**src/hdl/xpf_pkg.sv**
```systemverilog
// Shared package of the 48-bit extended-precision float unit.
// Holds command and micro-operation codes, number formats and the controller/datapath structs.
// No dependencies.
package xpf_pkg;

   // Item command codes.
   localparam logic [2:0] CMD_ADD   = 3'd0;
   localparam logic [2:0] CMD_SUB   = 3'd1;
   localparam logic [2:0] CMD_MUL   = 3'd2;
   localparam logic [2:0] CMD_DIV   = 3'd3;
   localparam logic [2:0] CMD_NEG   = 3'd4;
   localparam logic [2:0] CMD_TRUNC = 3'd5;
   localparam logic [2:0] CMD_PACK  = 3'd6;
   localparam logic [2:0] CMD_CMPL  = 3'd7;

   // Datapath micro-operations.
   localparam logic [4:0] OP_NONE     = 5'd0;
   localparam logic [4:0] OP_LOAD     = 5'd1;
   localparam logic [4:0] OP_NEG_A    = 5'd2;
   localparam logic [4:0] OP_NEG_B    = 5'd3;
   localparam logic [4:0] OP_ALIGN    = 5'd4;
   localparam logic [4:0] OP_SUM      = 5'd5;
   localparam logic [4:0] OP_MUL_ABS  = 5'd6;
   localparam logic [4:0] OP_MULP     = 5'd7;
   localparam logic [4:0] OP_MACC     = 5'd8;
   localparam logic [4:0] OP_MUL_FIN  = 5'd9;
   localparam logic [4:0] OP_MUL_NEG  = 5'd10;
   localparam logic [4:0] OP_DIVZ     = 5'd11;
   localparam logic [4:0] OP_DIV1     = 5'd12;
   localparam logic [4:0] OP_DIV_Q1   = 5'd13;
   localparam logic [4:0] OP_DIV2     = 5'd14;
   localparam logic [4:0] OP_DIV_FIN  = 5'd15;
   localparam logic [4:0] OP_MOVA     = 5'd16;
   localparam logic [4:0] OP_TMASK    = 5'd17;
   localparam logic [4:0] OP_NORM     = 5'd18;
   localparam logic [4:0] OP_ROUND    = 5'd19;
   localparam logic [4:0] OP_FIN_PACK = 5'd20;
   localparam logic [4:0] OP_FIN_ZERO = 5'd21;
   localparam logic [4:0] OP_FIN_RAW  = 5'd22;
   localparam logic [4:0] OP_FIN_CMPL = 5'd23;

   // Partial-product selects for the shared 32x32 multiplier.
   localparam logic [2:0] SEL_HH  = 3'd0;
   localparam logic [2:0] SEL_HL  = 3'd1;
   localparam logic [2:0] SEL_LH  = 3'd2;
   localparam logic [2:0] SEL_LL  = 3'd3;
   localparam logic [2:0] SEL_QLO = 3'd4;
   localparam logic [2:0] SEL_QHI = 3'd5;

   // Working mantissa constants.
   localparam logic [63:0] SIGN64   = 64'h8000_0000_0000_0000;
   localparam logic [63:0] MANT64   = 64'h7FFF_FFFF_FF00_0000;
   localparam logic [63:0] SMANT64  = 64'hFFFF_FFFF_FF00_0000;
   localparam logic [63:0] USMANT64 = 64'hFFFF_FFFF_FFFF_0000;
   localparam logic [63:0] HALF_POS = 64'h0000_0000_0080_0000;
   localparam logic [63:0] HALF_NEG = 64'h0000_0000_007F_FFFF;
   localparam logic [63:0] HALF64   = 64'h4000_0000_0000_0000;

   typedef struct packed {
      logic [63:0]        m;
      logic signed [17:0] e;
   } xnum_type;

   typedef struct packed {
      logic [4:0] op;
      logic [2:0] sel;
      logic       no_ovf;
   } xpf_ctrl_type;

   typedef struct packed {
      logic div_zero;
      logic div_done;
      logic norm_done;
      logic exp_neg;
      logic exp_big;
   } xpf_sts_type;

endpackage

```
**src/hdl/xpf_ctrl.sv**
```systemverilog
// Controller of the float unit: sequences datapath micro-operations for each item
// and owns the input and result handshakes. Depends on xpf_pkg.
module xpf_ctrl (
   input  logic                  clock,
   input  logic                  reset,
   input  logic                  req_valid,
   output logic                  req_ready,
   input  logic [2:0]            req_cmd,
   output logic                  rsp_valid,
   input  logic                  rsp_ready,
   output xpf_pkg::xpf_ctrl_type ctrl,
   input  xpf_pkg::xpf_sts_type  sts
);
   import xpf_pkg::*;

   localparam logic [4:0] S_IDLE      = 5'd0;
   localparam logic [4:0] S_DISPATCH  = 5'd1;
   localparam logic [4:0] S_NEG_B     = 5'd2;
   localparam logic [4:0] S_ALIGN     = 5'd3;
   localparam logic [4:0] S_SUM       = 5'd4;
   localparam logic [4:0] S_MUL_ABS   = 5'd5;
   localparam logic [4:0] S_MULP      = 5'd6;
   localparam logic [4:0] S_MACC      = 5'd7;
   localparam logic [4:0] S_MUL_FIN   = 5'd8;
   localparam logic [4:0] S_MUL_NEG   = 5'd9;
   localparam logic [4:0] S_DIVZ      = 5'd10;
   localparam logic [4:0] S_DIV1      = 5'd11;
   localparam logic [4:0] S_DIV1_WAIT = 5'd12;
   localparam logic [4:0] S_DIV_Q1    = 5'd13;
   localparam logic [4:0] S_DIV2      = 5'd14;
   localparam logic [4:0] S_DIV2_WAIT = 5'd15;
   localparam logic [4:0] S_DIV_FIN   = 5'd16;
   localparam logic [4:0] S_NEG_A     = 5'd17;
   localparam logic [4:0] S_MOVA      = 5'd18;
   localparam logic [4:0] S_TMASK     = 5'd19;
   localparam logic [4:0] S_NORM1     = 5'd20;
   localparam logic [4:0] S_ROUND     = 5'd21;
   localparam logic [4:0] S_NORM2     = 5'd22;
   localparam logic [4:0] S_FIN_PACK  = 5'd23;
   localparam logic [4:0] S_FIN_ZERO  = 5'd24;
   localparam logic [4:0] S_FIN_RAW   = 5'd25;
   localparam logic [4:0] S_FIN_CMPL  = 5'd26;

   logic [4:0] state_ff, state_in;
   logic [2:0] cmd_ff, cmd_in;
   logic [2:0] cnt_ff, cnt_in;
   logic       rsp_valid_ff, rsp_valid_in;
   logic       out_free;

   assign req_ready = (state_ff == S_IDLE);
   assign rsp_valid = rsp_valid_ff;
   assign out_free  = !rsp_valid_ff || rsp_ready;

   // Sequencer.
   always_comb begin
      state_in     = state_ff;
      cmd_in       = cmd_ff;
      cnt_in       = cnt_ff;
      rsp_valid_in = rsp_valid_ff && !rsp_ready;
      ctrl.op      = OP_NONE;
      ctrl.sel     = cnt_ff;
      ctrl.no_ovf  = (cmd_ff == CMD_TRUNC);
      unique case (state_ff)
         S_IDLE: begin
            if (req_valid) begin
               ctrl.op  = OP_LOAD;
               cmd_in   = req_cmd;
               state_in = S_DISPATCH;
            end
         end
         S_DISPATCH: begin
            unique case (cmd_ff)
               CMD_ADD:   state_in = S_ALIGN;
               CMD_SUB:   state_in = S_NEG_B;
               CMD_MUL:   state_in = S_MUL_ABS;
               CMD_DIV:   state_in = sts.div_zero ? S_DIVZ : S_DIV1;
               CMD_NEG:   state_in = S_NEG_A;
               CMD_TRUNC: begin
                  if (sts.exp_neg) state_in = S_FIN_ZERO;
                  else if (sts.exp_big) state_in = S_FIN_RAW;
                  else state_in = S_TMASK;
               end
               CMD_PACK:  state_in = S_MOVA;
               CMD_CMPL:  state_in = S_FIN_CMPL;
               default:   state_in = S_IDLE;
            endcase
         end
         S_NEG_B: begin
            ctrl.op  = OP_NEG_B;
            state_in = S_ALIGN;
         end
         S_ALIGN: begin
            ctrl.op  = OP_ALIGN;
            state_in = S_SUM;
         end
         S_SUM: begin
            ctrl.op  = OP_SUM;
            state_in = S_NORM1;
         end
         S_MUL_ABS: begin
            ctrl.op  = OP_MUL_ABS;
            cnt_in   = SEL_HH;
            state_in = S_MULP;
         end
         S_MULP: begin
            ctrl.op  = OP_MULP;
            state_in = S_MACC;
         end
         // After the last partial product go on to the multiply or divide tail.
         S_MACC: begin
            ctrl.op = OP_MACC;
            if (cnt_ff == SEL_LL) state_in = S_MUL_FIN;
            else if (cnt_ff == SEL_QHI) state_in = S_DIV2;
            else begin
               cnt_in   = cnt_ff + 3'd1;
               state_in = S_MULP;
            end
         end
         S_MUL_FIN: begin
            ctrl.op  = OP_MUL_FIN;
            state_in = S_MUL_NEG;
         end
         S_MUL_NEG: begin
            ctrl.op  = OP_MUL_NEG;
            state_in = S_NORM1;
         end
         S_DIVZ: begin
            ctrl.op  = OP_DIVZ;
            state_in = S_NORM1;
         end
         S_DIV1: begin
            ctrl.op  = OP_DIV1;
            state_in = S_DIV1_WAIT;
         end
         S_DIV1_WAIT: begin
            if (sts.div_done) state_in = S_DIV_Q1;
         end
         S_DIV_Q1: begin
            ctrl.op  = OP_DIV_Q1;
            cnt_in   = SEL_QLO;
            state_in = S_MULP;
         end
         S_DIV2: begin
            ctrl.op  = OP_DIV2;
            state_in = S_DIV2_WAIT;
         end
         S_DIV2_WAIT: begin
            if (sts.div_done) state_in = S_DIV_FIN;
         end
         S_DIV_FIN: begin
            ctrl.op  = OP_DIV_FIN;
            state_in = S_NORM1;
         end
         S_NEG_A: begin
            ctrl.op  = OP_NEG_A;
            state_in = S_MOVA;
         end
         S_MOVA: begin
            ctrl.op  = OP_MOVA;
            state_in = S_NORM1;
         end
         S_TMASK: begin
            ctrl.op  = OP_TMASK;
            state_in = S_ALIGN;
         end
         S_NORM1: begin
            ctrl.op = OP_NORM;
            if (sts.norm_done) state_in = S_ROUND;
         end
         S_ROUND: begin
            ctrl.op  = OP_ROUND;
            state_in = S_NORM2;
         end
         S_NORM2: begin
            ctrl.op = OP_NORM;
            if (sts.norm_done) state_in = S_FIN_PACK;
         end
         // Results are written only once the output register is free.
         S_FIN_PACK, S_FIN_ZERO, S_FIN_RAW, S_FIN_CMPL: begin
            if (out_free) begin
               unique case (state_ff)
                  S_FIN_PACK: ctrl.op = OP_FIN_PACK;
                  S_FIN_ZERO: ctrl.op = OP_FIN_ZERO;
                  S_FIN_RAW:  ctrl.op = OP_FIN_RAW;
                  default:    ctrl.op = OP_FIN_CMPL;
               endcase
               rsp_valid_in = 1'b1;
               state_in     = S_IDLE;
            end
         end
         default: state_in = S_IDLE;
      endcase
   end

   always_ff @(posedge clock) begin
      if (reset) begin
         state_ff     <= S_IDLE;
         rsp_valid_ff <= 1'b0;
      end else begin
         state_ff     <= state_in;
         rsp_valid_ff <= rsp_valid_in;
      end
      cmd_ff <= cmd_in;
      cnt_ff <= cnt_in;
   end

`ifndef NO_ASSERTIONS
   // A result is never written over one that is still waiting.
   a_no_overwrite: assert property (@(posedge clock) disable iff (reset)
      (ctrl.op == OP_FIN_PACK || ctrl.op == OP_FIN_ZERO || ctrl.op == OP_FIN_RAW ||
       ctrl.op == OP_FIN_CMPL) |-> out_free)
      else $error("result written while output still pending");

   // The divider finishes only while the sequencer waits for it.
   a_div_done_wait: assert property (@(posedge clock) disable iff (reset)
      sts.div_done |-> (state_ff == S_DIV1_WAIT || state_ff == S_DIV2_WAIT))
      else $error("divider finished outside a wait state");

   // An accepted item always leaves idle for dispatch.
   a_accept_dispatch: assert property (@(posedge clock) disable iff (reset)
      (req_valid && req_ready) |=> (state_ff == S_DISPATCH))
      else $error("accepted item not dispatched");

   // Reset leaves the block idle with no result.
   a_reset_idle: assert property (@(posedge clock)
      reset |=> (state_ff == S_IDLE && !rsp_valid_ff))
      else $error("not idle after reset");
`endif

endmodule

```
**config.mk**
```make
export PLATFORM = sky130hd
export DESIGN_NAME = xpf_ctrl
export DESIGN_NICKNAME = d
export VERILOG_FILES = /design/src/hdl/xpf_pkg.sv /design/src/hdl/xpf_ctrl.sv
export SDC_FILE = /design/constraint.sdc
export NUM_CORES = 1
export LEC_CHECK = 0
export BUFFER_PORTS_ARGS = -buffer_cell sky130_fd_sc_hd__buf_4
export CAP_MARGIN = 20
export CORE_MARGIN = 10
export CORE_UTILIZATION = 35
export DETAILED_ROUTE_END_ITERATION = 8
export GPL_TIMING_DRIVEN = 0
export PLACE_DENSITY = 0.58
export SETUP_SLACK_MARGIN = 0.4
export SLEW_MARGIN = 25
export SYNTH_ARGS = -nofsm -noshare
export SYNTH_HDL_FRONTEND = slang
export SYNTH_SLANG_ARGS = --single-unit
```
**constraint.sdc**
```tcl
create_clock -name clock -period 2.3 [get_ports clock]
set_input_delay 0.23 -clock clock [delete_from_list [all_inputs] [get_ports clock]]
set_output_delay 0.23 -clock clock [all_outputs]
set_load 0.1 [all_outputs]
```
Yosys cells after proc, flatten, opt, wreduce, memory -nomap -nowiden
Index checks and enable logic that the tools add are counted.
{"block": "op_classes", "eq_ne": 43, "n_mul": 0, "n_bitwise": 0, "order_cmp": 0, "addsub": 1, "reduce_logical": 15, "n_mux": 22, "div": 0, "shifts": 0}
{"operator": "one-hot mux 5 bit (20 select lines)", "n": 1}
{"operator": "one-hot mux 5 bit (18 select lines)", "n": 1}
{"operator": "equality test 5 bit (second input constant)", "n": 11}
{"operator": "equality test 5 x 4 -> 1 bit (second input constant)", "n": 8}
{"operator": "one-hot mux 5 bit (8 select lines)", "n": 1}
{"operator": "2-to-1 mux 5 bit", "n": 7}
{"operator": "equality test 5 x 3 -> 1 bit (second input constant)", "n": 4}
{"operator": "2-to-1 mux 4 bit", "n": 4}
{"operator": "!= test 2 bit (second input constant)", "n": 8}
{"operator": "equality test 3 bit (second input constant)", "n": 5}
{"operator": "equality test 5 x 2 -> 1 bit (second input constant)", "n": 2}
{"operator": "equality test 3 x 2 -> 1 bit (second input constant)", "n": 3}
{"operator": "one-hot mux 3 bit (3 select lines)", "n": 1}
{"operator": "2-to-1 mux 3 bit", "n": 2}
{"operator": "one-hot mux 2 bit (3 select lines)", "n": 1}
{"operator": "AND reduction 6 bit", "n": 1}
{"operator": "OR reduction 2 bit", "n": 3}
{"operator": "equality test 5 x 1 -> 1 bit (second input constant)", "n": 1}
{"operator": "logical NOT 5 bit", "n": 1}
{"operator": "OR reduction 5 bit", "n": 1}
{"operator": "2-to-1 mux 1 bit", "n": 4}
{"operator": "OR reduction 4 bit", "n": 1}
{"operator": "adder 3 x 1 -> 3 bit (second input constant)", "n": 1}
{"operator": "equality test 3 x 1 -> 1 bit (second input constant)", "n": 1}
{"operator": "other kinds (7)", "n": 8}
{"block": "totals", "inputBits": 12, "latchBits": 0, "ramBits": 0, "rom_bits": 0, "ff_bits": 12, "memories": 0, "word_cells": 85, "out_inout_bits": 11}

Logic depth before layout (Yosys ltp)
{"block": "depth", "ltp_word": 4, "ltp_mapped": 7, "depth_no_buf": 6}

Least setup slack after synthesis
OpenSTA, ideal clock, no wires.
{"block": "synth_path", "path_kind": "register -> register", "start": "reg state_ff[3]", "end": "reg cmd_ff[0] (enable)", "synth_period_minus_slack_ns": 3.554, "setup_ns": 0.308, "t_required_ns": 1.992, "stages_incl_launch_ff": 6, "n_path_buf": 3, "arrival_ns": 3.246, "path_slack_ns": -1.254, "cell_sequence": "dfxtp_1 -> buf_4 -> buf_2 -> buf_2 -> nor3_1 -> and2_1"}
{"block": "synth_via", "elab_chain_len": 2}
{"item": "start: declaration", "line": "xpf_ctrl.sv:44", "rtl": "logic [4:0] state_ff, state_in;"}
{"item": "start signal: assignment", "line": "xpf_ctrl.sv:200", "rtl": "state_ff <= state_in;"}
{"item": "logical NOT 5 bit"}
{"item": "named net req_ready", "line": "xpf_ctrl.sv:7", "rtl": "output logic req_ready,"}
{"item": "AND reduction 2 bit (no line)"}
{"item": "end signal: assignment", "line": "xpf_ctrl.sv:203", "rtl": "cmd_ff <= cmd_in;"}
{"item": "end: declaration", "line": "xpf_ctrl.sv:45", "rtl": "logic [2:0] cmd_ff, cmd_in;"}
The timed path passes the listed nets, and every way through them passes these cells.
A chain may end at the register's enable or synchronous reset.

==> results.py <==
metrics = {
    "outcome": {
        "run_status": "complete, no violations",
    },
    "timing": {
        "finalHoldViolCount": 0,
        "layout_min_cycle_time_ns": 1.910,
        "min_setup_slack_post_route_ns": 0.3904,
        "timing.final.setup_violations": 0,
        "slew_headroom_pct": 72.53,
        "max_clock_freq_mhz": 523.7,
        "timing.final.max_slew_violations": 0,
        "finalCritPeriodShare_pct": 83.03,
        "final.setup.tns_ns": 0,
        "grt_setup_unrepaired": "true",
        "worstMarginPinSlew_ns": 0.4017,
        "finalClockSkew_ns": 0.007891,
    },
    "grt": {
        "globalRouteOverflowTotal": 0,
        "maximum_number_of_pins_on_one_net_before_global_route_repair": 11,
        "grt_pass1_vias": 1327,
        "first_pass_grt_wire_length_um": 6844,
        "groute.usage.overall_pct": 13.31,
        "grt_antenna_before_repair": 0,
    },
    "flow_run": {
        "cap_violations": 0,
    },
    "setup_path": {
        "timing.reg2reg.setup_slack_ns": 0.57,
        "worstReg2RegEnd": "state_ff[4]",
        "worstReg2RegStart": "state_ff[2]",
        "cp.required_ns": 2.07,
        "cp-endpoint": "ctrl[4]",
        "timing_worst_setup_path_type": "reg2out",
        "crit_arrival_ns": 1.68,
        "worst_setup_path_startpoint": "state_ff[4]",
        "crit_path_end_kind": "output pin",
        "startpoint_type": "flop",
        "worstRegToRegCells": 7,
        "path_max_fanout": 10,
    },
    "power": {
        "vdd_drop_max_uv": 919.1,
        "power.static_leakage_nw": 0.7971,
        "power-per-cell-area_nw_per_um2": 1346,
    },
    "cts": {
        "max_h_tree_level": 1,
        "worst_skew_pair.late_latency_ns": 0.29,
        "cts_tree": "done",
        "clkTransAtPathRegs_ns": 0.10,
        "cts_made_buffers": 3,
        "max-clock-path-buffers": 2,
        "clk_root_buffer_cell": "clkbuf_4",
        "cts-hold-fix-buffers": 0,
        "cts_num_sinks": 12,
    },
    "layout": {
        "antenna_cells_inserted": 0,
        "util_after_layout_pct": 60.77,
        "flow.area_growth_from_synthesis_pct": 63.13,
        "final_common_cell": "buf_4",
        "layout.cells.most_common_list": "buf_4, a21oi_1, nor2_1",
        "layout-drive-gt1-share_pct": 53.69,
        "num-fill-cells": 277,
        "finish.instance_area_sq_um": 2076,
        "finalNetCount": 219,
    },
    "synthesis": {
        "dominantRegCellSynth": "edfxtp_1",
        "synth_top_area_share_pct": 14.16,
        "netlist_cell_types": 54,
        "edff_count_synth": 6,
        "synth.ff_latch_count": 12,
        "post-synth-top-area-cell": "edfxtp_1",
        "async_reset_ff_share_pct": 0,
        "post_synthesis_mean_instance_area_sq_um": 8.157,
        "synth.yosys.seq_area_share_pct": 23.60,
        "total_nets_after_synthesis": 171,
        "ys_warn_count": 0,
        "synthesis.instances": 156,
        "synth.cell_area_sq_um": 1272,
        "main_area_contributors_after_synthesis": "edfxtp_1, dfxtp_1, a21oi_1, nand2b_1, o2bb2ai_1",
    },
    "floorplanning": {
        "floorplan.die.width_um": 80.30,
        "floorplan.initialDensity_pct": 37.25,
        "boundaryPins": 23,
        "design.die.area_sq_um": 6447,
        "core_sq_um": 3416,
        "chipHeight_um": 80.30,
        "std_cell_rows": 21,
    },
    "place": {
        "post-place-ws_ns": 0.1574,
        "finalWeightedCongestion": 0.9238,
        "place_hpwl_um": 3049,
        "count_of_buffers_from_port_buffering": 22,
        "placed_area_sq_um": 1607,
    },
    "detailed_routing": {
        "post-route-drc-count": 0,
        "routed_length_per_instance_um": 17.89,
        "dr_total_vias": 1471,
        "detailedRoute.firstIterationViolations": 127,
        "detail_route.wirelength_um": 4455,
        "drtAntennaViolNets": 0,
        "drt_pre_antenna_iters": 4,
        "avg_vias_per_cell": 5.908,
    },
    "min_path": {
        "hold_path_class": "in2reg",
    },
}
[worst min path at each step]
| stage | start | endpoint | slack [ns] | depth (start not counted) |
|---|---|---|---|---|
| after floorplan | reset | rsp_valid | 0.29 | 1 |
| after global placement | req_cmd[1] | cmd_ff[1] | 0.41 | 1 |
| after detailed placement | req_cmd[2] | cmd_ff[2] | 0.41 | 1 |
| after CTS | reset | rsp_valid | 0.11 | 2 |
| after global routing | req_cmd[2] | cmd_ff[2] | 0.10 | 1 |
| final | reset | rsp_valid | 0.11 | 2 |
[cells in the mapped netlist (all sizes together) (2+ instances only)]
library cell / count
a211oi: 3
a21oi: 22
a22oi: 5
buf: 14
dfxtp: 6
edfxtp: 6
ha: 3
inv: 5
mux2i: 2
nand2: 5
nand2b: 9
nand3: 2
nor2: 12
nor2b: 5
nor3: 6
nor3b: 3
nor4: 4
nor4b: 3
o211ai: 2
o21ai: 5
o21bai: 3
o22a: 2
o22ai: 4
o2bb2ai: 5
xor2: 3
[logic make-up (layout without fill, tap and decap cells)]
| kind of cell | count (synthesis) | in the layout | share of synthesized area (%) |
|---|---|---|---|
| adders and majority gates | 3 | 3 | 2.950 |
| AOI/OAI and AO/OA | 62 | 62 | 33.33 |
| and+or+nand+nor | 52 | 52 | 26.45 |
| muxes | 3 | 3 | 2.458 |
| buffers and inverters | 20 | 67 | 8.455 |
| DFF | 12 | 12 | 23.60 |
| xor gates and xnor gates | 4 | 4 | 2.754 |
[critical path, stage by stage, from the launching register on]
cell and delay [ns]:
dfxtp_4 0.40, buf_6 0.15, buf_6 0.16, xor2_1 0.19
a31oi_2 0.13, a21oi_4 0.16, buf_12 0.19
[flip-flops by register name, summed over array words and instances (netlist names)]
name / count
cmd_ff: 3
cnt_ff: 3
state_ff: 5
rsp_valid: 1
[metal layers]
| layer | GRT usage (%) | share of wire, % |
|---|---|---|
| met3 | 3.007 | 7.7 |
| met5 | 0 | 0 |
| met1 | 16.82 | 41 |
| met2 | 21.11 | 49 |
| met4 | 5.634 | 2.2 |
[final cells by class]
class | count | area, sq um | area share [%]
inverter | 5 | 18.77 | 0.9042
tap | 46 | 57.56 | 2.773
sequential | 12 | 312.8 | 15.07
buffer | 15 | 191.4 | 9.222
multi-input combinational | 124 | 1080 | 52.02
clock buffer | 3 | 22.52 | 1.085
timing repair buffer | 43 | 389.1 | 18.75
clock inverter | 1 | 3.754 | 0.1808
[report_power, final]
| part | switching (mW) | leakage, nW | internal (mW) |
|---|---|---|---|
| clock network | 0.0891 | 0.0154 | 0.0631 |
| registers | 0.0635 | 0.108 | 0.289 |
| logic | 1.35 | 0.674 | 0.941 |
| total | 1.50 | 0.797 | 1.29 |
[repair_timing]
item	in CTS	in global routing
pin swaps	6	7
buffers inserted	10	11
gates cloned	0	0
setup endpoints to repair	6	6
gates resized for setup	62	18
[stage by stage]
stage          std cells  total power, mW  hold WS, ns
2_1_floorplan        156            1.744       0.2917
3_3_place_gp         224            2.076       0.4086
3_5_place_dp         224            2.081       0.4093
4_1_cts              238            2.612       0.1062
5_1_grt              249            2.915       0.1034
6_report             249            2.793       0.1140
Note: power is estimated with default switching activity, not from simulation.
